**config.mk**
```make
export PLATFORM = sky130hd
export DESIGN_NAME = elevator_direction_controller_unit_flat
export DESIGN_NICKNAME = d
export VERILOG_FILES = /design/src/rtl/edc_pkg.sv /design/src/rtl/edc_in_if.sv /design/src/rtl/edc_out_if.sv /design/src/rtl/edc_floor_cell.sv /design/src/rtl/elevator_direction_controller_unit.sv /design/src/flat_wrapper.sv
export SDC_FILE = /design/constraint.sdc
export NUM_CORES = 1
export LEC_CHECK = 0
export BUFFER_PORTS_ARGS = -buffer_cell sky130_fd_sc_hd__buf_2
export CAP_MARGIN = 20
export CORE_ASPECT_RATIO = 1.5
export CORE_MARGIN = 5
export CORE_UTILIZATION = 30
export DETAILED_ROUTE_END_ITERATION = 10
export PLACE_DENSITY_LB_ADDON = 0.05
export SKIP_LAST_GASP = 1
export SYNTH_ARGS = -nofsm -noshare
export SYNTH_HDL_FRONTEND = slang
export SYNTH_SLANG_ARGS = --single-unit
export TNS_END_PERCENT = 1
```
**constraint.sdc**
```tcl
create_clock -name clk_i -period 5.1 [get_ports clk_i]
set_input_delay 0.255 -clock clk_i [delete_from_list [all_inputs] [get_ports clk_i]]
set_output_delay 0.255 -clock clk_i [all_outputs]
set_load 0.02 [all_outputs]
```
**src/rtl/edc_pkg.sv**
```systemverilog
package edc_pkg;

  // Default sizes of the car and of the passenger counters.
  localparam int FLOORS_DEF     = 8;
  localparam int COUNT_BITS_DEF = 8;

  // Door dwell after reset, in ticks.
  localparam logic [3:0] DWELL_RESET = 4'd5;

  typedef enum logic [1:0] {
    DIR_IDLE = 2'd0,
    DIR_UP   = 2'd1,
    DIR_DOWN = 2'd2
  } dir_e;

  // Flags that ripple from floor 0 upward through the cell chain.
  typedef struct packed {
    logic any_up;     // request strictly above the car
    logic any_down;   // request strictly below the car
    logic stop_up;    // car would stop one floor up while heading up
    logic stop_down;  // car would stop one floor down while heading down
    logic stop_here;  // request at the car's own floor
  } wave_t;

  // Commands from the sequencer to the floor selected on the shared bus.
  typedef struct packed {
    logic set_call;   // register a hall call
    logic call_dir;   // hall direction of that call, 1 = down
    logic clear;      // door opens here: drop riders and hall call
    logic add;        // boarding: add riders bound for this floor
  } cell_ctrl_t;

endpackage

```
**src/rtl/edc_in_if.sv**
```systemverilog
interface edc_in_if;
  logic       valid;
  logic       ready;
  logic       func;
  logic [2:0] call_floor;
  logic       call_dir;
  logic [2:0] dest_floor;

  modport source (output valid, func, call_floor, call_dir, dest_floor, input ready);
  modport sink   (input valid, func, call_floor, call_dir, dest_floor, output ready);
endinterface

```
**src/rtl/edc_out_if.sv**
```systemverilog
interface edc_out_if;
  logic       valid;
  logic       ready;
  logic [2:0] car_floor;
  logic [1:0] car_dir;
  logic       door_opened;
  logic [3:0] dwell_left;
  logic       status;

  modport source (output valid, car_floor, car_dir, door_opened, dwell_left, status,
                  input ready);
  modport sink   (input valid, car_floor, car_dir, door_opened, dwell_left, status,
                  output ready);
endinterface

```
**src/rtl/edc_floor_cell.sv**
```systemverilog
module edc_floor_cell
  import edc_pkg::*;
#(
  parameter int FLOOR_W    = 3,
  parameter int COUNT_BITS = COUNT_BITS_DEF,
  parameter int FLOOR_ID   = 0
) (
  input  logic                  clk_i,
  input  logic                  rst_ni,
  input  cell_ctrl_t            ctrl_i,
  input  logic [FLOOR_W-1:0]    sel_floor_i,
  input  logic [COUNT_BITS-1:0] add_count_i,
  input  logic [FLOOR_W-1:0]    car_level_i,
  input  wave_t                 wave_i,
  output wave_t                 wave_o
);

  localparam logic [FLOOR_W-1:0] MyFloor   = FLOOR_W'(FLOOR_ID);
  localparam logic [FLOOR_W:0]   MyFloorX  = (FLOOR_W+1)'(FLOOR_ID);

  logic [COUNT_BITS-1:0] riders_q;
  logic                  pend_q;
  logic                  hdir_q;
  wave_t                 wave_q;

  logic                  is_sel;
  logic                  at_car;
  logic                  has_req;
  logic [FLOOR_W:0]      car_x;
  logic [COUNT_BITS:0]   sum;

  assign is_sel  = (sel_floor_i == MyFloor);
  assign at_car  = (car_level_i == MyFloor);
  assign has_req = pend_q || (riders_q != '0);
  assign car_x   = {1'b0, car_level_i};
  assign sum     = {1'b0, riders_q} + {1'b0, add_count_i};

  always_ff @(posedge clk_i or negedge rst_ni) begin
    if (!rst_ni) begin
      riders_q <= '0;
      pend_q   <= 1'b0;
      hdir_q   <= 1'b0;
    end else if (is_sel) begin
      if (ctrl_i.clear) begin
        riders_q <= '0;
        pend_q   <= 1'b0;
        hdir_q   <= 1'b0;
      end else if (ctrl_i.set_call) begin
        pend_q <= 1'b1;
        hdir_q <= ctrl_i.call_dir;
      end else if (ctrl_i.add && !at_car) begin
        riders_q <= sum[COUNT_BITS] ? '1 : sum[COUNT_BITS-1:0];
      end
    end
  end

  // Each cell folds its own floor into the flags and hands them on.
  always_ff @(posedge clk_i or negedge rst_ni) begin
    if (!rst_ni) begin
      wave_q <= '0;
    end else begin
      wave_q.any_up    <= wave_i.any_up || (has_req && (MyFloor > car_level_i));
      wave_q.any_down  <= wave_i.any_down || (has_req && (MyFloor < car_level_i));
      wave_q.stop_up   <= wave_i.stop_up || ((car_x + 1'b1 == MyFloorX) &&
                          ((riders_q != '0) || (pend_q && !hdir_q)));
      wave_q.stop_down <= wave_i.stop_down || ((car_x == MyFloorX + 1'b1) &&
                          ((riders_q != '0) || (pend_q && hdir_q)));
      wave_q.stop_here <= wave_i.stop_here || (at_car && has_req);
    end
  end

  assign wave_o = wave_q;

endmodule

```
**src/rtl/elevator_direction_controller_unit.sv**
```systemverilog
// Channel   Dir  Handshake      Payload
// in_i      in   valid/ready    func, call_floor, call_dir, dest_floor
// out_o     out  valid/ready    car_floor, car_dir, door_opened, dwell_left, status
// apb       in   psel/penable   dwell_ticks at byte address 0
//
// A call passes through S_CALL to S_DONE, or goes straight to S_DONE when a floor lies
// beyond the top floor; a tick while the door is open goes straight to S_DONE.
// A tick with the door closed waits in S_SCAN for the request flags to ripple
// through the floor chain, decides in S_DECIDE, and an opening tick then walks in
// S_WALK over the waiting counts of that floor.
// After reset the waiting-count memory is swept clear, one entry a cycle, over all
// FLOORS * 2**clog2(FLOORS) entries; no item is accepted until the sweep ends.
// A result waits in the output register; the sequencer stalls only when it has a
// new result and the previous one has not been taken.
module elevator_direction_controller_unit
  import edc_pkg::*;
#(
  parameter int FLOORS     = FLOORS_DEF,
  parameter int COUNT_BITS = COUNT_BITS_DEF
) (
  input  logic        clk_i,
  input  logic        rst_ni,
  edc_in_if.sink      in_i,
  edc_out_if.source   out_o,
  input  logic        psel,
  input  logic        penable,
  input  logic        pwrite,
  input  logic [2:0]  paddr,
  input  logic [31:0] pwdata,
  output logic [31:0] prdata,
  output logic        pready
);

  // Floor index width, widened copy for the 3-bit ports, memory address width.
  localparam int FW        = (FLOORS > 1) ? $clog2(FLOORS) : 1;
  localparam int XW        = (FW > 3) ? FW : 3;
  localparam int AW        = 2 * FW;
  localparam int MEM_DEPTH = FLOORS << FW;

  localparam logic [AW-1:0] ClrLast    = AW'(MEM_DEPTH - 1);
  localparam logic [FW:0]   CntFloors  = (FW+1)'(FLOORS);
  localparam logic [FW:0]   CntLast    = (FW+1)'(FLOORS - 1);

  // Sequencer states.
  localparam logic [2:0] S_CLEAR  = 3'd0;
  localparam logic [2:0] S_IDLE   = 3'd1;
  localparam logic [2:0] S_CALL   = 3'd2;
  localparam logic [2:0] S_SCAN   = 3'd3;
  localparam logic [2:0] S_DECIDE = 3'd4;
  localparam logic [2:0] S_WALK   = 3'd5;
  localparam logic [2:0] S_DONE   = 3'd6;

  logic [2:0]      state_q;
  logic [FW:0]     cnt_q;
  logic [AW-1:0]   clr_q;
  logic [FW-1:0]   car_level_q;
  dir_e            car_dir_q;
  logic [3:0]      dwell_q;
  logic [3:0]      dwell_ticks_q;
  logic [FW-1:0]   call_floor_q;
  logic [FW-1:0]   dest_floor_q;
  logic            call_dir_q;
  logic            status_q;
  logic            opened_q;

  logic            out_valid_q;
  logic [2:0]      out_floor_q;
  logic [1:0]      out_dir_q;
  logic            out_opened_q;
  logic [3:0]      out_dwell_q;
  logic            out_status_q;

  // Waiting passengers, addressed by {boarding floor, destination floor}.
  logic [COUNT_BITS-1:0] wait_mem [MEM_DEPTH];
  logic [COUNT_BITS-1:0] mem_rd_q;
  logic                  mem_we;
  logic [AW-1:0]         mem_wa;
  logic [AW-1:0]         mem_ra;
  logic [COUNT_BITS-1:0] mem_wd;

  logic [XW-1:0]   in_cf_x;
  logic [XW-1:0]   in_df_x;
  logic [FW-1:0]   in_cf;
  logic [FW-1:0]   in_df;
  logic            in_range;
  logic            accept;
  logic            out_load;
  logic            wait_full;

  wave_t           wave [FLOORS+1];
  wave_t           scan;
  cell_ctrl_t      ctrl;
  logic [FW-1:0]   sel_floor;
  logic [FW:0]     cnt_m1;

  dir_e            dir_nx;
  logic [FW-1:0]   level_nx;
  logic            open_nx;

  // ---------------------------------------------------------------------------
  // Configuration port. pready is tied high; addresses 4 to 7 read as zero.
  // ---------------------------------------------------------------------------
  assign pready = 1'b1;
  assign prdata = paddr[2] ? 32'd0 : {28'd0, dwell_ticks_q};

  always_ff @(posedge clk_i or negedge rst_ni) begin
    if (!rst_ni) begin
      dwell_ticks_q <= DWELL_RESET;
    end else if (psel && penable && pwrite && !paddr[2]) begin
      dwell_ticks_q <= pwdata[3:0];
    end
  end

  // ---------------------------------------------------------------------------
  // Input decode. Floors beyond the top floor make a call void.
  // ---------------------------------------------------------------------------
  assign in_cf_x  = XW'(in_i.call_floor);
  assign in_df_x  = XW'(in_i.dest_floor);
  assign in_cf    = in_cf_x[FW-1:0];
  assign in_df    = in_df_x[FW-1:0];
  assign in_range = (32'(in_i.call_floor) < FLOORS) && (32'(in_i.dest_floor) < FLOORS);

  assign in_i.ready = (state_q == S_IDLE);
  assign accept     = in_i.valid && in_i.ready;
  assign out_load   = (state_q == S_DONE) && (!out_valid_q || out_o.ready);
  assign wait_full  = &mem_rd_q;
  assign cnt_m1     = cnt_q - (FW+1)'(1);

  // ---------------------------------------------------------------------------
  // Chain of floor cells. The request flags enter at floor 0 and pass through a
  // register in every cell on their way to the end of the chain.
  // ---------------------------------------------------------------------------
  assign wave[0] = '0;

  for (genvar g = 0; g < FLOORS; g++) begin : g_floor
    edc_floor_cell #(
      .FLOOR_W    (FW),
      .COUNT_BITS (COUNT_BITS),
      .FLOOR_ID   (g)
    ) u_cell (
      .clk_i       (clk_i),
      .rst_ni      (rst_ni),
      .ctrl_i      (ctrl),
      .sel_floor_i (sel_floor),
      .add_count_i (mem_rd_q),
      .car_level_i (car_level_q),
      .wave_i      (wave[g]),
      .wave_o      (wave[g+1])
    );
  end

  assign scan = wave[FLOORS];

  // ---------------------------------------------------------------------------
  // Direction choice: keep heading while requests lie ahead, else reverse,
  // else go idle. The stop flags were computed for all three possible next floors.
  // ---------------------------------------------------------------------------
  always_comb begin
    case (car_dir_q)
      DIR_UP:   dir_nx = scan.any_up ? DIR_UP :
                         (scan.any_down ? DIR_DOWN : DIR_IDLE);
      DIR_DOWN: dir_nx = scan.any_down ? DIR_DOWN :
                         (scan.any_up ? DIR_UP : DIR_IDLE);
      default:  dir_nx = scan.any_up ? DIR_UP :
                         (scan.any_down ? DIR_DOWN : DIR_IDLE);
    endcase
    case (dir_nx)
      DIR_UP: begin
        level_nx = car_level_q + 1'b1;
        open_nx  = scan.stop_up;
      end
      DIR_DOWN: begin
        level_nx = car_level_q - 1'b1;
        open_nx  = scan.stop_down;
      end
      default: begin
        level_nx = car_level_q;
        open_nx  = scan.stop_here;
      end
    endcase
  end

  // ---------------------------------------------------------------------------
  // Cell commands and memory access per state.
  // ---------------------------------------------------------------------------
  always_comb begin
    ctrl      = '0;
    sel_floor = call_floor_q;
    mem_we    = 1'b0;
    mem_wa    = clr_q;
    mem_wd    = '0;
    mem_ra    = {in_cf, in_df};
    unique case (state_q)
      S_CLEAR: begin
        mem_we = 1'b1;
      end
      S_CALL: begin
        if (!wait_full) begin
          ctrl.set_call = 1'b1;
          ctrl.call_dir = call_dir_q;
          mem_we        = 1'b1;
          mem_wa        = {call_floor_q, dest_floor_q};
          mem_wd        = mem_rd_q + COUNT_BITS'(1);
        end
      end
      S_DECIDE: begin
        sel_floor  = level_nx;
        ctrl.clear = open_nx;
      end
      S_WALK: begin
        // Read and clear one destination count per cycle; the count read in
        // the previous cycle is added to its destination floor.
        sel_floor = cnt_m1[FW-1:0];
        ctrl.add  = (cnt_q != '0);
        mem_ra    = {car_level_q, cnt_q[FW-1:0]};
        if (cnt_q != CntFloors) begin
          mem_we = 1'b1;
          mem_wa = {car_level_q, cnt_q[FW-1:0]};
        end
      end
      default: begin
      end
    endcase
  end

  always_ff @(posedge clk_i) begin
    if (mem_we) begin
      wait_mem[mem_wa] <= mem_wd;
    end
    mem_rd_q <= wait_mem[mem_ra];
  end

  // ---------------------------------------------------------------------------
  // Sequencer.
  // ---------------------------------------------------------------------------
  always_ff @(posedge clk_i or negedge rst_ni) begin
    if (!rst_ni) begin
      state_q      <= S_CLEAR;
      cnt_q        <= '0;
      clr_q        <= '0;
      car_level_q  <= '0;
      car_dir_q    <= DIR_IDLE;
      dwell_q      <= '0;
      call_floor_q <= '0;
      dest_floor_q <= '0;
      call_dir_q   <= 1'b0;
      status_q     <= 1'b0;
      opened_q     <= 1'b0;
    end else begin
      unique case (state_q)
        S_CLEAR: begin
          clr_q <= clr_q + 1'b1;
          if (clr_q == ClrLast) begin
            state_q <= S_IDLE;
          end
        end
        S_IDLE: begin
          if (accept) begin
            call_floor_q <= in_cf;
            dest_floor_q <= in_df;
            call_dir_q   <= in_i.call_dir;
            status_q     <= 1'b0;
            opened_q     <= 1'b0;
            cnt_q        <= '0;
            if (in_i.func) begin
              state_q <= in_range ? S_CALL : S_DONE;
            end else if (dwell_q != 4'd0) begin
              dwell_q <= dwell_q - 4'd1;
              state_q <= S_DONE;
            end else begin
              state_q <= S_SCAN;
            end
          end
        end
        S_CALL: begin
          status_q <= wait_full;
          state_q  <= S_DONE;
        end
        S_SCAN: begin
          cnt_q <= cnt_q + 1'b1;
          if (cnt_q == CntLast) begin
            state_q <= S_DECIDE;
          end
        end
        S_DECIDE: begin
          car_dir_q   <= dir_nx;
          car_level_q <= level_nx;
          cnt_q       <= '0;
          if (open_nx) begin
            opened_q <= 1'b1;
            dwell_q  <= dwell_ticks_q;
            state_q  <= S_WALK;
          end else begin
            state_q <= S_DONE;
          end
        end
        S_WALK: begin
          cnt_q <= cnt_q + 1'b1;
          if (cnt_q == CntFloors) begin
            state_q <= S_DONE;
          end
        end
        S_DONE: begin
          if (out_load) begin
            state_q <= S_IDLE;
          end
        end
        default: begin
          state_q <= S_IDLE;
        end
      endcase
    end
  end

  // ---------------------------------------------------------------------------
  // Output register.
  // ---------------------------------------------------------------------------
  always_ff @(posedge clk_i or negedge rst_ni) begin
    if (!rst_ni) begin
      out_valid_q <= 1'b0;
    end else if (out_load) begin
      out_valid_q <= 1'b1;
    end else if (out_o.ready) begin
      out_valid_q <= 1'b0;
    end
  end

  always_ff @(posedge clk_i) begin
    if (out_load) begin
      out_floor_q  <= 3'(car_level_q);
      out_dir_q    <= car_dir_q;
      out_opened_q <= opened_q;
      out_dwell_q  <= dwell_q;
      out_status_q <= status_q;
    end
  end

  assign out_o.valid       = out_valid_q;
  assign out_o.car_floor   = out_floor_q;
  assign out_o.car_dir     = out_dir_q;
  assign out_o.door_opened = out_opened_q;
  assign out_o.dwell_left  = out_dwell_q;
  assign out_o.status      = out_status_q;

  // ---------------------------------------------------------------------------
  // Assertions.
  // ---------------------------------------------------------------------------
  // The memory sweep runs once after reset and never again.
  assert property (@(posedge clk_i) disable iff (!rst_ni)
    (state_q != S_CLEAR) |=> (state_q != S_CLEAR))
    else $error("memory clear restarted");

  // The car never leaves the building.
  assert property (@(posedge clk_i) disable iff (!rst_ni)
    32'(car_level_q) < FLOORS)
    else $error("car level out of range");

  // A tick with the door open only counts the dwell down.
  assert property (@(posedge clk_i) disable iff (!rst_ni)
    (accept && !in_i.func && (dwell_q != 4'd0)) |=>
      ((dwell_q == $past(dwell_q) - 4'd1) && $stable(car_level_q)))
    else $error("dwell countdown broken");

  // A direction decision moves the car by at most one floor.
  assert property (@(posedge clk_i) disable iff (!rst_ni)
    (state_q == S_DECIDE) |=>
      ((car_level_q == $past(car_level_q)) ||
       (car_level_q == $past(car_level_q) + 1'b1) ||
       (car_level_q == $past(car_level_q) - 1'b1)))
    else $error("car jumped floors");

  // An idle decision leaves the car where it is.
  assert property (@(posedge clk_i) disable iff (!rst_ni)
    ((state_q == S_DECIDE) && (dir_nx == DIR_IDLE)) |=> $stable(car_level_q))
    else $error("idle car moved");

endmodule
```
**src/flat_wrapper.sv**
```systemverilog
// flat-port wrapper written by rule: the top's interface ports become plain ports
module elevator_direction_controller_unit_flat import edc_pkg::*;
#(
  parameter int FLOORS     = FLOORS_DEF,
  parameter int COUNT_BITS = COUNT_BITS_DEF
)
  (clk_i, rst_ni, psel, penable, pwrite, paddr, pwdata, prdata, pready, in_i_valid, in_i_func, in_i_call_floor, in_i_call_dir, in_i_dest_floor, in_i_ready, out_o_valid, out_o_car_floor, out_o_car_dir, out_o_door_opened, out_o_dwell_left, out_o_status, out_o_ready);
  edc_in_if in_i_i ();
  edc_out_if out_o_i ();
  input  logic clk_i;
  input  logic rst_ni;
  input  logic psel;
  input  logic penable;
  input  logic pwrite;
  input  logic [2:0] paddr;
  input  logic [31:0] pwdata;
  output logic [31:0] prdata;
  output logic pready;
  input wire logic [$bits(in_i_i.valid)-1:0] in_i_valid;
  input wire logic [$bits(in_i_i.func)-1:0] in_i_func;
  input wire logic [$bits(in_i_i.call_floor)-1:0] in_i_call_floor;
  input wire logic [$bits(in_i_i.call_dir)-1:0] in_i_call_dir;
  input wire logic [$bits(in_i_i.dest_floor)-1:0] in_i_dest_floor;
  output wire logic [$bits(in_i_i.ready)-1:0] in_i_ready;
  output wire logic [$bits(out_o_i.valid)-1:0] out_o_valid;
  output wire logic [$bits(out_o_i.car_floor)-1:0] out_o_car_floor;
  output wire logic [$bits(out_o_i.car_dir)-1:0] out_o_car_dir;
  output wire logic [$bits(out_o_i.door_opened)-1:0] out_o_door_opened;
  output wire logic [$bits(out_o_i.dwell_left)-1:0] out_o_dwell_left;
  output wire logic [$bits(out_o_i.status)-1:0] out_o_status;
  input wire logic [$bits(out_o_i.ready)-1:0] out_o_ready;
  assign in_i_i.valid = in_i_valid;
  assign in_i_i.func = in_i_func;
  assign in_i_i.call_floor = in_i_call_floor;
  assign in_i_i.call_dir = in_i_call_dir;
  assign in_i_i.dest_floor = in_i_dest_floor;
  assign in_i_ready = in_i_i.ready;
  assign out_o_valid = out_o_i.valid;
  assign out_o_car_floor = out_o_i.car_floor;
  assign out_o_car_dir = out_o_i.car_dir;
  assign out_o_door_opened = out_o_i.door_opened;
  assign out_o_dwell_left = out_o_i.dwell_left;
  assign out_o_status = out_o_i.status;
  assign out_o_i.ready = out_o_ready;
  elevator_direction_controller_unit #(.FLOORS(FLOORS), .COUNT_BITS(COUNT_BITS)) u_core (.clk_i(clk_i), .rst_ni(rst_ni), .in_i(in_i_i), .out_o(out_o_i), .psel(psel), .penable(penable), .pwrite(pwrite), .paddr(paddr), .pwdata(pwdata), .prdata(prdata), .pready(pready));
endmodule
```
==> results of run 1 <==
==> worst paths after layout <==
kind / endpoint / slack [ns] / cells after the start
setup / recovery: u_core.wait_mem[6][5] / 0.91 / 9
hold / removal: u_core.cnt_q[3] / 0.08 / 4
setup reg to reg: u_core.wait_mem[6][5] / 0.91 / 9
hold reg to reg: u_core.g_floor[7].u_cell.wave_o[3] / 0.35 / 0
max in group asynchronous: u_core.cnt_q[0] / 3.82 / 3
min in group asynchronous: u_core.g_floor[4].u_cell.riders_q[5] / 0.21 / 2
==> cell usage after synthesis (42+ instances only) <==
cell / instances
edfxtp_1: 523
mux2i_1: 467
dfrtp_1: 154
nor2_1: 132
o21ai_0: 115
nand2_1: 84
ha_1: 77
a211oi_1: 75
inv_1: 72
a21oi_1: 71
nor2b_1: 47
clkbuf_1: 46
mux2_2: 42
==> cell type report <==
class,instances,share of cell area (%)
clock buffers,96,5.58
well taps,1425,4.71
inverters,73,0.723
clock inverters,43,1.05
repair buffers,160,3.34
flip-flops and latches,687,52.2
multi-input cells,1582,32.4
==> per-layer routing <==
layer,track usage [%],vias up,wire length (µm)
met5,0,-,0
met4,5.26,0,2600
met3,1.99,127,2590
met2,29.3,275,50000
met1,19.0,10280,38600
li1,-,9563,-
==> kinds of logic after synthesis <==
| logic type | count (synthesis) | share of synthesized area (%) |
|---|---|---|
| fa+ha+maj | 85 | 3.42 |
| mux | 511 | 15.8 |
| buf+inv | 214 | 3.14 |
| other cells | 2 | 0.0228 |
| flops | 687 | 60.1 |
| compound gates | 465 | 9.56 |
| xor+xnor | 41 | 1.09 |
| simple gates | 451 | 6.85 |
==> power by group <==
part / internal, mW / leakage (nW) / switching [mW]
clock network: 3.21 / 1.23 / 2.38
logic: 0.250 / 7.21 / 0.433
registers: 5.97 / 5.85 / 0.0105
==> stage by stage <==
step	util, %	setup slack, ns	power [mW]	cells	area [µm²]
2_1_floorplan	-	1.25	6.55	2483	33000
3_3_place_gp	32.4	0.909	6.78	3911	35200
3_5_place_dp	32.4	0.818	6.79	3914	35200
4_1_cts	34.8	0.781	12.5	4065	37900
5_1_grt	34.8	0.686	12.8	4066	37900
6_report	34.8	0.915	12.3	4066	37900
==> critical path, cell delays in order, from the launching register on <==
cell	delay, ns
dfrtp_4	0.68
inv_1	0.12
ha_1	0.25
nand3b_1	0.11
and2_1	0.35
nor2_1	0.14
a221oi_1	0.87
and2_1	0.26
nand2_1	0.27
nor2_1	0.73
==> registers in the layout, summed over array words and instances, names as in the netlist, 4 cells and up <==
register                        cells
u_core.g_floor.u_cell.pend_q        8
u_core.g_floor.u_cell.wave_o       40
u_core.cnt_q                        4
u_core.out_o.dwell_left             4
u_core.mem_rd_q                     8
u_core.wait_mem                   512
u_core.g_floor.u_cell.hdir_q        8
u_core.clr_q                        6
u_core.g_floor.u_cell.riders_q     64
u_core.dwell_ticks_q                4
u_core.dwell_q                      4
==> what timing repair did <==
action	CTS	global route
hold endpoints to repair	83	0
endpoints found under the setup margin	0	0
hold buffers	12	0
==> results.ini, run 1 <==
[worst_hold_path]
hold_path.class=input port to register
hold_start=in_i_valid

[layout]
multi_input_area_um2=12300
final_common_cell=edfxtp_1
mostFrequentLayoutCells=edfxtp_1 (523), mux2i_1 (466), dfrtp_1 (153)
syn_to_final_growth_pct=15.2
num-fill-cells=10586
diodes=0
drive_above_1_share_pct=13.3
final-seq-area_um2=19800
layout.nets=2718

[floorplanning]
core_region_area_um2=109000
die_w_um=280
die_area_um2=116000
initial_core_util_pct=30.2
num_io_pins=96
rows=148
die_y_um=415

[clocking]
clock_path_buffers=3
ctsResizeCount=0
cts-buffers-inserted=79
cts_htree_levels=3
postCtsSetupBuffers=0
clkTransAtPathRegs_ns=0.06
clk_latency_ns=0.66
cts_sinks=687
clock_tree.root_cell=clkbuf_16
cts_tree=done

[drt]
drc=0
drtIter0Drc=1096
postRouteAntennaNets=0
vias=20245
wl_mm=93.7
wl_per_cell_um=23.0
drt_first_pass_iters=5
via_per_inst=4.98

[worst_setup_path]
cp-startpoint=u_core.cnt_q[0]
critPathRequiredTime_ns=5.36
cp_max_fo=21
arrival_ns=4.45
critPathKind=register to register
cp-end-kind=register
cp-start-kind=register
timing.rr.start=u_core.cnt_q[0]

[logic_synthesis]
ys_ff_latch=687
yosys_warnings=0
async_reset_ff_share_pct=22.7
syn_inst=2456
synth.yosys.seq_area_share_pct=60.1
synth_edf_count=523
synth_area_leaders=edfxtp_1 (48%), mux2i_1 (14%), dfrtp_1 (12%)
syn-cell-area_um2=32900
yosys.cell_types.count=87
synth-main-ff-cell=edfxtp_1
synth_area_leader_cell=edfxtp_1
synth_area_per_cell_um2=13.4
netlist.area_leader.share_pct=47.8

[sta]
timing.fmax_ghz=0.239
setup_tns_ns=0
setup_viol=0
final-max-slew-violation-count=0
whs_ns=0.0824
hold_viol=0
grt_setup_unrepaired=false
clock_skew_ns=0.0343
fin_crit_ns=4.19
max-slew-margin-rel_pct=29.1
min_period_over_period_pct=82.1
tightest_slew_ns=1.06

[power_and_ir_drop]
peakVddDrop_mv=0.244
power_leakage_nw=14.3
powerDensity_nw_per_um2=324

[grt]
grt_pass1_wl_mm=140
grt_pass1_vias=21156
grt-ovfl-total=0
grt_use_total_pct=15.9
antenna_found_initial=0
grt_max_degree=85

[place]
hpwlAfterDp_mm=62.5
portBuffers=36
gp_congestion=0.773

[flow_run]
cap_violations=0

[outcome]
outcome=finished clean

(Power assumes the default switching activity.)
==> run 2, diff against run 1 <==
--- a/config.mk
+++ b/config.mk
@@ -5,6 +5,7 @@
 export SDC_FILE = /design/constraint.sdc
 export NUM_CORES = 1
 export LEC_CHECK = 0
+export ABC_AREA = 1
 export BUFFER_PORTS_ARGS = -buffer_cell sky130_fd_sc_hd__buf_2
 export CAP_MARGIN = 20
 export CORE_ASPECT_RATIO = 1.5
==> constraint.sdc (replaced) <==
create_clock -name clk_i -period 3.8 [get_ports clk_i]
set_input_delay 0.19 -clock clk_i [delete_from_list [all_inputs] [get_ports clk_i]]
set_output_delay 0.19 -clock clk_i [all_outputs]
set_load 0.02 [all_outputs]
==> run 2 against run 1 <==
Maximum frequency grew 25%. Non-clock buffer count grew 27. Sequential cell count is the same. Clock-buffer cell count grew 1. Synthesized cell count grew 42%. Synthesized area grew 2.1%. Power grew 150%. First-iteration DRC count grew 22%.
==> results.ini, run 2 <==
[clocking]
postCtsSetupBuffers=0
clock_tree.root_cell=clkbuf_16
cts_htree_levels=3
clkTransAtPathRegs_ns=0.06
cts-buffers-inserted=78
cts_sinks=687
cts_tree=done
clk_latency_ns=0.66
clock_path_buffers=3

[layout]
final_core_util_pct=35.0
fin_area_um2=38900
final-seq-area_um2=19800
drive_above_1_share_pct=9.30
layout.nets=3752
mostFrequentLayoutCells=nand2_1 (758), nand3_1 (535), edfxtp_1 (523)
diodes=0
largest_reg_flops=512
multi_input_area_um2=11100
largest-register=u_core.wait_mem
syn_to_final_growth_pct=15.9
final_common_cell=nand2_1
num-fill-cells=11385

[logic_synthesis]
yosys_warnings=0
synth-main-ff-cell=edfxtp_1
synth_area_per_cell_um2=9.61
syn-cell-area_um2=33600
ys_ff_latch=687
syn_inst=3492
yosys.cell_count.top_type=nand2_1
synth_commonest_cells=nand2_1 (761), nand3_1 (535), edfxtp_1 (523)
netlist.area_leader.share_pct=46.8
synth_area_leader_cell=edfxtp_1
synth_edf_count=523
synth.yosys.seq_area_share_pct=58.9
synth_area_leaders=edfxtp_1 (47%), dfrtp_1 (11%), nand2_1 (8.5%)
async_reset_ff_share_pct=22.7
yosys.cell_types.count=45

[floorplanning]
die_area_um2=119000
die_y_um=420
initial_core_util_pct=30.2
num_io_pins=96
core_region_area_um2=111000
die_w_um=283
rows=150

[sta]
hold_viol=0
fin_crit_ns=3.36
clock_skew_ns=0.0274
grt_setup_unrepaired=false
final-max-slew-violation-count=0
worst_slack_ns=0.440
max-slew-margin-rel_pct=31.2
min_period_over_period_pct=88.4
tightest_slew_ns=1.03
setup_viol=0
setup_tns_ns=0
timing.fmax_ghz=0.298

[grt]
grt-ovfl-total=0
grt_max_degree=129
antenna_found_initial=0
grt_pass1_vias=24387
grt_use_total_pct=17.1
grt_pass1_wl_mm=154

[worst_setup_path]
critPathKind=register to register
reg2reg_slack_ns=0.44
cp-end-kind=register
cp_max_fo=9
cp-start-kind=register
critPathRequiredTime_ns=4.15
arrival_ns=3.71

[drt]
wl_mm=103
via_per_inst=4.70
drtIter0Drc=1334
postRouteAntennaNets=0
drc=0
vias=24056
drt_first_pass_iters=5
wl_per_cell_um=20.1

[place]
post-place-ws_ns=0.366
postPlaceCellArea_um2=36200
gp_congestion=0.813
hpwlAfterDp_mm=67.3
portBuffers=36

[power_and_ir_drop]
power_leakage_nw=17.0
powerDensity_nw_per_um2=773
peakVddDrop_mv=0.343

[flow_run]
cap_violations=0

[worst_hold_path]
hold_path.class=input port to async pin

[outcome]
outcome=finished clean

-- run 2: cell types whose count changed in the layout (fill, tap and decap cells not counted), sizes merged, moves of 47 or more --
| cell | change |
|---|---|
| nand2 | +681 |
| nand3 | +512 |
| mux2i | -468 |
| inv | +456 |
| nand3b | +108 |
| a211oi | -74 |
| o21ai | +64 |
| nor2b | -47 |
-- run 2: cells by family after synthesis --
logic type      count (synthesis)  synth area share, %
compound gates                321                 5.44
fa+ha+maj                      85                 3.35
simple gates                 1651                 22.5
flops                         687                 58.9
mux                             1               0.0335
buf+inv                       700                 8.58
xor+xnor                       45                 1.17
other cells                     2               0.0224
-- run 2: worst paths after layout --
path / startpoint / to / depth (start not counted)
setup / recovery: u_core.mem_rd_q[1] / u_core.wait_mem[30][1] / 12
hold / removal: rst_ni / u_core.g_floor[6].u_cell.wave_o[1] / 2
setup reg to reg: u_core.mem_rd_q[1] / u_core.wait_mem[30][1] / 12
hold reg to reg: u_core.g_floor[6].u_cell.wave_o[1] / u_core.g_floor[7].u_cell.wave_o[1] / 0
max in group asynchronous: rst_ni / u_core.g_floor[3].u_cell.hdir_q / 3
min in group clk_i: out_o_ready / u_core.out_o.valid / 5
-- run 2: layout make-up --
type | instances | area share [%]
flip-flops and latches | 687 | 50.8
multi-input cells | 2132 | 28.6
clock buffers | 97 | 5.36
inverters | 531 | 5.14
well taps | 1444 | 4.64
repair buffers | 187 | 4.20
clock inverters | 42 | 1.21
-- run 2: power breakdown --
group	switching (mW)	internal [mW]
combinational	8.49	3.81
clock	3.17	4.51
sequential	0.650	9.47
total	12.3	17.8
-- run 2: what timing repair did --
item	in CTS	in global routing
hold endpoints to repair	96	0
gates resized for setup	0	0
hold buffers	20	0
-- run 2: routing by layer --
metal | vias to the layer above | GRT usage [%] | share of wire, %
met3 | 139 | 2.05 | 3.0
met2 | 354 | 33.2 | 54
met5 | - | 0 | 0
met1 | 11717 | 19.3 | 39
li1 | 11846 | - | -
met4 | 0 | 5.66 | 3.0
-- run 2: through the flow --
| step | instances | total power, mW | hold WS (ns) |
|---|---|---|---|
| after CTS | 5120 | 30.7 | 0.129 |
| after global placement | 4961 | 22.7 | 0.302 |
| after detailed placement | 4961 | 22.8 | 0.300 |
| final | 5120 | 30.1 | 0.117 |
| after global routing | 5120 | 32.3 | 0.228 |
| after floorplan | 3519 | 18.2 | -0.106 |
-- run 2: worst max-delay path: stages (launching register included) --
cell and delay (ns):
dfxtp_1 0.35, ha_1 0.25, nand3_1 0.21, nor2_2 0.18, nand4_1 0.21, nand2_2 0.18, inv_4 0.09, nand2_1 0.10
nand2_1 0.07, a21oi_2 0.36, nand4_1 0.45, nor2_1 0.38, buf_4 0.24
==> run 3, diff against run 2 <==
--- a/config.mk
+++ b/config.mk
@@ -5,14 +5,14 @@
 export SDC_FILE = /design/constraint.sdc
 export NUM_CORES = 1
 export LEC_CHECK = 0
-export ABC_AREA = 1
 export BUFFER_PORTS_ARGS = -buffer_cell sky130_fd_sc_hd__buf_2
 export CAP_MARGIN = 20
 export CORE_ASPECT_RATIO = 1.5
 export CORE_MARGIN = 5
 export CORE_UTILIZATION = 30
 export DETAILED_ROUTE_END_ITERATION = 10
-export PLACE_DENSITY_LB_ADDON = 0.05
+export PLACE_DENSITY = 0.53
+export SKIP_CTS_REPAIR_TIMING = 1
 export SKIP_LAST_GASP = 1
 export SYNTH_ARGS = -nofsm -noshare
 export SYNTH_HDL_FRONTEND = slang
==> run 3 against run 2 <==
Power is 46% lower. Highest routed layer unchanged. Largest cell class unchanged. Sequential cell count unchanged. Design area shrank 2.4%. Clock-buffer cell count fell by 6. Critical path depth fell by 2. Clock power fell by 6.3%. Clock skew is 0.0040 ns lower. The flow now finishes with violations (hold timing).
==> results.ini, run 3 (same netlist as run 1, synthesis figures left out) <==
[outcome]
outcome=finished, violations left
violations=hold timing

[floorplanning]
core_region_area_um2=109000
num_io_pins=96
die_area_um2=116000
die_w_um=280
rows=148
die_y_um=415
initial_core_util_pct=30.2

[layout]
drive_above_1_share_pct=14.1
final-seq-area_um2=19800
largest-register=u_core.wait_mem
largest_reg_flops=512
final_common_cell=edfxtp_1
num-fill-cells=10428
finish.cell_count_without_fillers=4091
mostFrequentLayoutCells=edfxtp_1 (523), mux2i_1 (466), dfrtp_1 (153)
layout.nets=2743
syn_to_final_growth_pct=15.6
multi_input_area_um2=12300

[drt]
via_per_inst=5.07
wl_per_cell_um=21.2
postRouteAntennaNets=0
drc=0
vias=20733
wl_mm=86.7
drtIter0Drc=1363
drt_first_pass_iters=5

[grt]
antenna_found_initial=2
grt_pass1_vias=21645
grt_pass1_wl_mm=131
grt_max_degree=84
grt-ovfl-total=0
grt_use_total_pct=14.5

[place]
post-place-ws_ns=0.198
dp.cells=3946
hpwlAfterDp_mm=58.5
gp_congestion=0.881
portBuffers=36

[flow_run]
cap_violations=0

[power_and_ir_drop]
pwr-share-comb_pct=5.7
power_leakage_nw=14.4
fin_total_pwr_mw=16.2
p_clk_share_pct=44.6
p_seq_share_pct=49.7
swShare_pct=22.5
p_int_mw=12.5
powerDensity_nw_per_um2=425
p_switching_mw=3.63
peakVddDrop_mv=0.303

[clocking]
clock_tree.root_cell=clkbuf_16
clock_path_buffers=3
clk_latency_ns=0.62
cts_sinks=687
cts_htree_levels=3
cts_tree=done
cts-buffers-inserted=74
clkTransAtPathRegs_ns=0.06

[worst_setup_path]
cp-end-kind=register
critPathKind=register to register
r2r_cells=10
critPathRequiredTime_ns=4.26
cp-start-kind=register
cp-startpoint=u_core.state_q[0]
reg2reg_slack_ns=0.18
cp_max_fo=23
reg2reg_to=u_core.mem_rd_q[7]
arrival_ns=4.08
timing.rr.start=u_core.state_q[0]

[sta]
whs_ns=-0.00667
hold_viol=1
fin_crit_ns=3.62
worst_slack_ns=0.183
timing.fmax_ghz=0.276
setup_viol=0
grt_setup_unrepaired=false
final-max-slew-violation-count=0
min_period_over_period_pct=95.2
max-slew-margin-rel_pct=33.2
clock_skew_ns=0.0234
setup_tns_ns=0
tightest_slew_ns=0.997

[worst_hold_path]
hold_start=out_o_ready
hold_end=u_core.out_o.valid
hold_path.class=input port to register
holdPathStages=3

[run 3: routing by layer]
layer / vias to the layer above / GRT usage [%] / wire length (µm) / share of wire, %
li1: 9630 / - / - / -
met1: 10476 / 16.3 / 33400 / 39
met2: 465 / 27.1 / 46600 / 54
met3: 162 / 1.94 / 3120 / 3.6
met4: 0 / 6.07 / 3560 / 4.1
met5: - / 0 / 0 / 0
[run 3: worst max-delay path by stage]
stage / endpoint / depth (start not counted)
2_1_floorplan: u_core.wait_mem[60][0] / 13
3_3_place_gp: u_core.mem_rd_q[7] / 10
3_5_place_dp: u_core.mem_rd_q[7] / 10
4_1_cts: u_core.mem_rd_q[7] / 10
5_1_grt: u_core.wait_mem[26][5] / 9
6_report: u_core.mem_rd_q[7] / 10
[run 3: layout make-up]
type | count | share of cell area, %
Antenna cell | 1 | 0.00659
Clock buffer | 91 | 5.34
Clock inverter | 42 | 1.02
Inverter | 73 | 0.721
Multi-Input combinational cell | 1582 | 32.3
Sequential cell | 687 | 52.0
Tap cell | 1425 | 4.69
Timing Repair Buffer | 190 | 3.91
[run 3: worst max-delay path, cell delays in order, from the launching register on]
cell     delay, ns
dfrtp_1       0.52
and3b_1       0.37
buf_4         0.21
mux2i_4       0.35
buf_4         0.28
buf_4         0.41
mux2i_1       0.37
mux2i_1       0.13
a221o_1       0.43
o22ai_1       0.23
nor3_1        0.14
[run 3: metrics by stage]
step           utilization, %  area [µm²]  hold slack [ns]
3_3_place_gp             32.6       35500            0.316
5_1_grt                  35.0       38000          0.00734
4_1_cts                  34.8       37900           -0.349
3_5_place_dp             32.6       35500            0.331
6_report                 35.0       38000         -0.00667
2_1_floorplan               -       33000           -0.106
[run 3: power groups by stage]
stage	Clock (mW)	Combinational, mW	Sequential, mW
2_1_floorplan	0	0.581	8.21
3_3_place_gp	0	0.880	8.19
3_5_place_dp	0	0.908	8.19
4_1_cts	7.39	0.911	8.03
5_1_grt	7.73	0.992	8.03
6_report	7.20	0.918	8.03
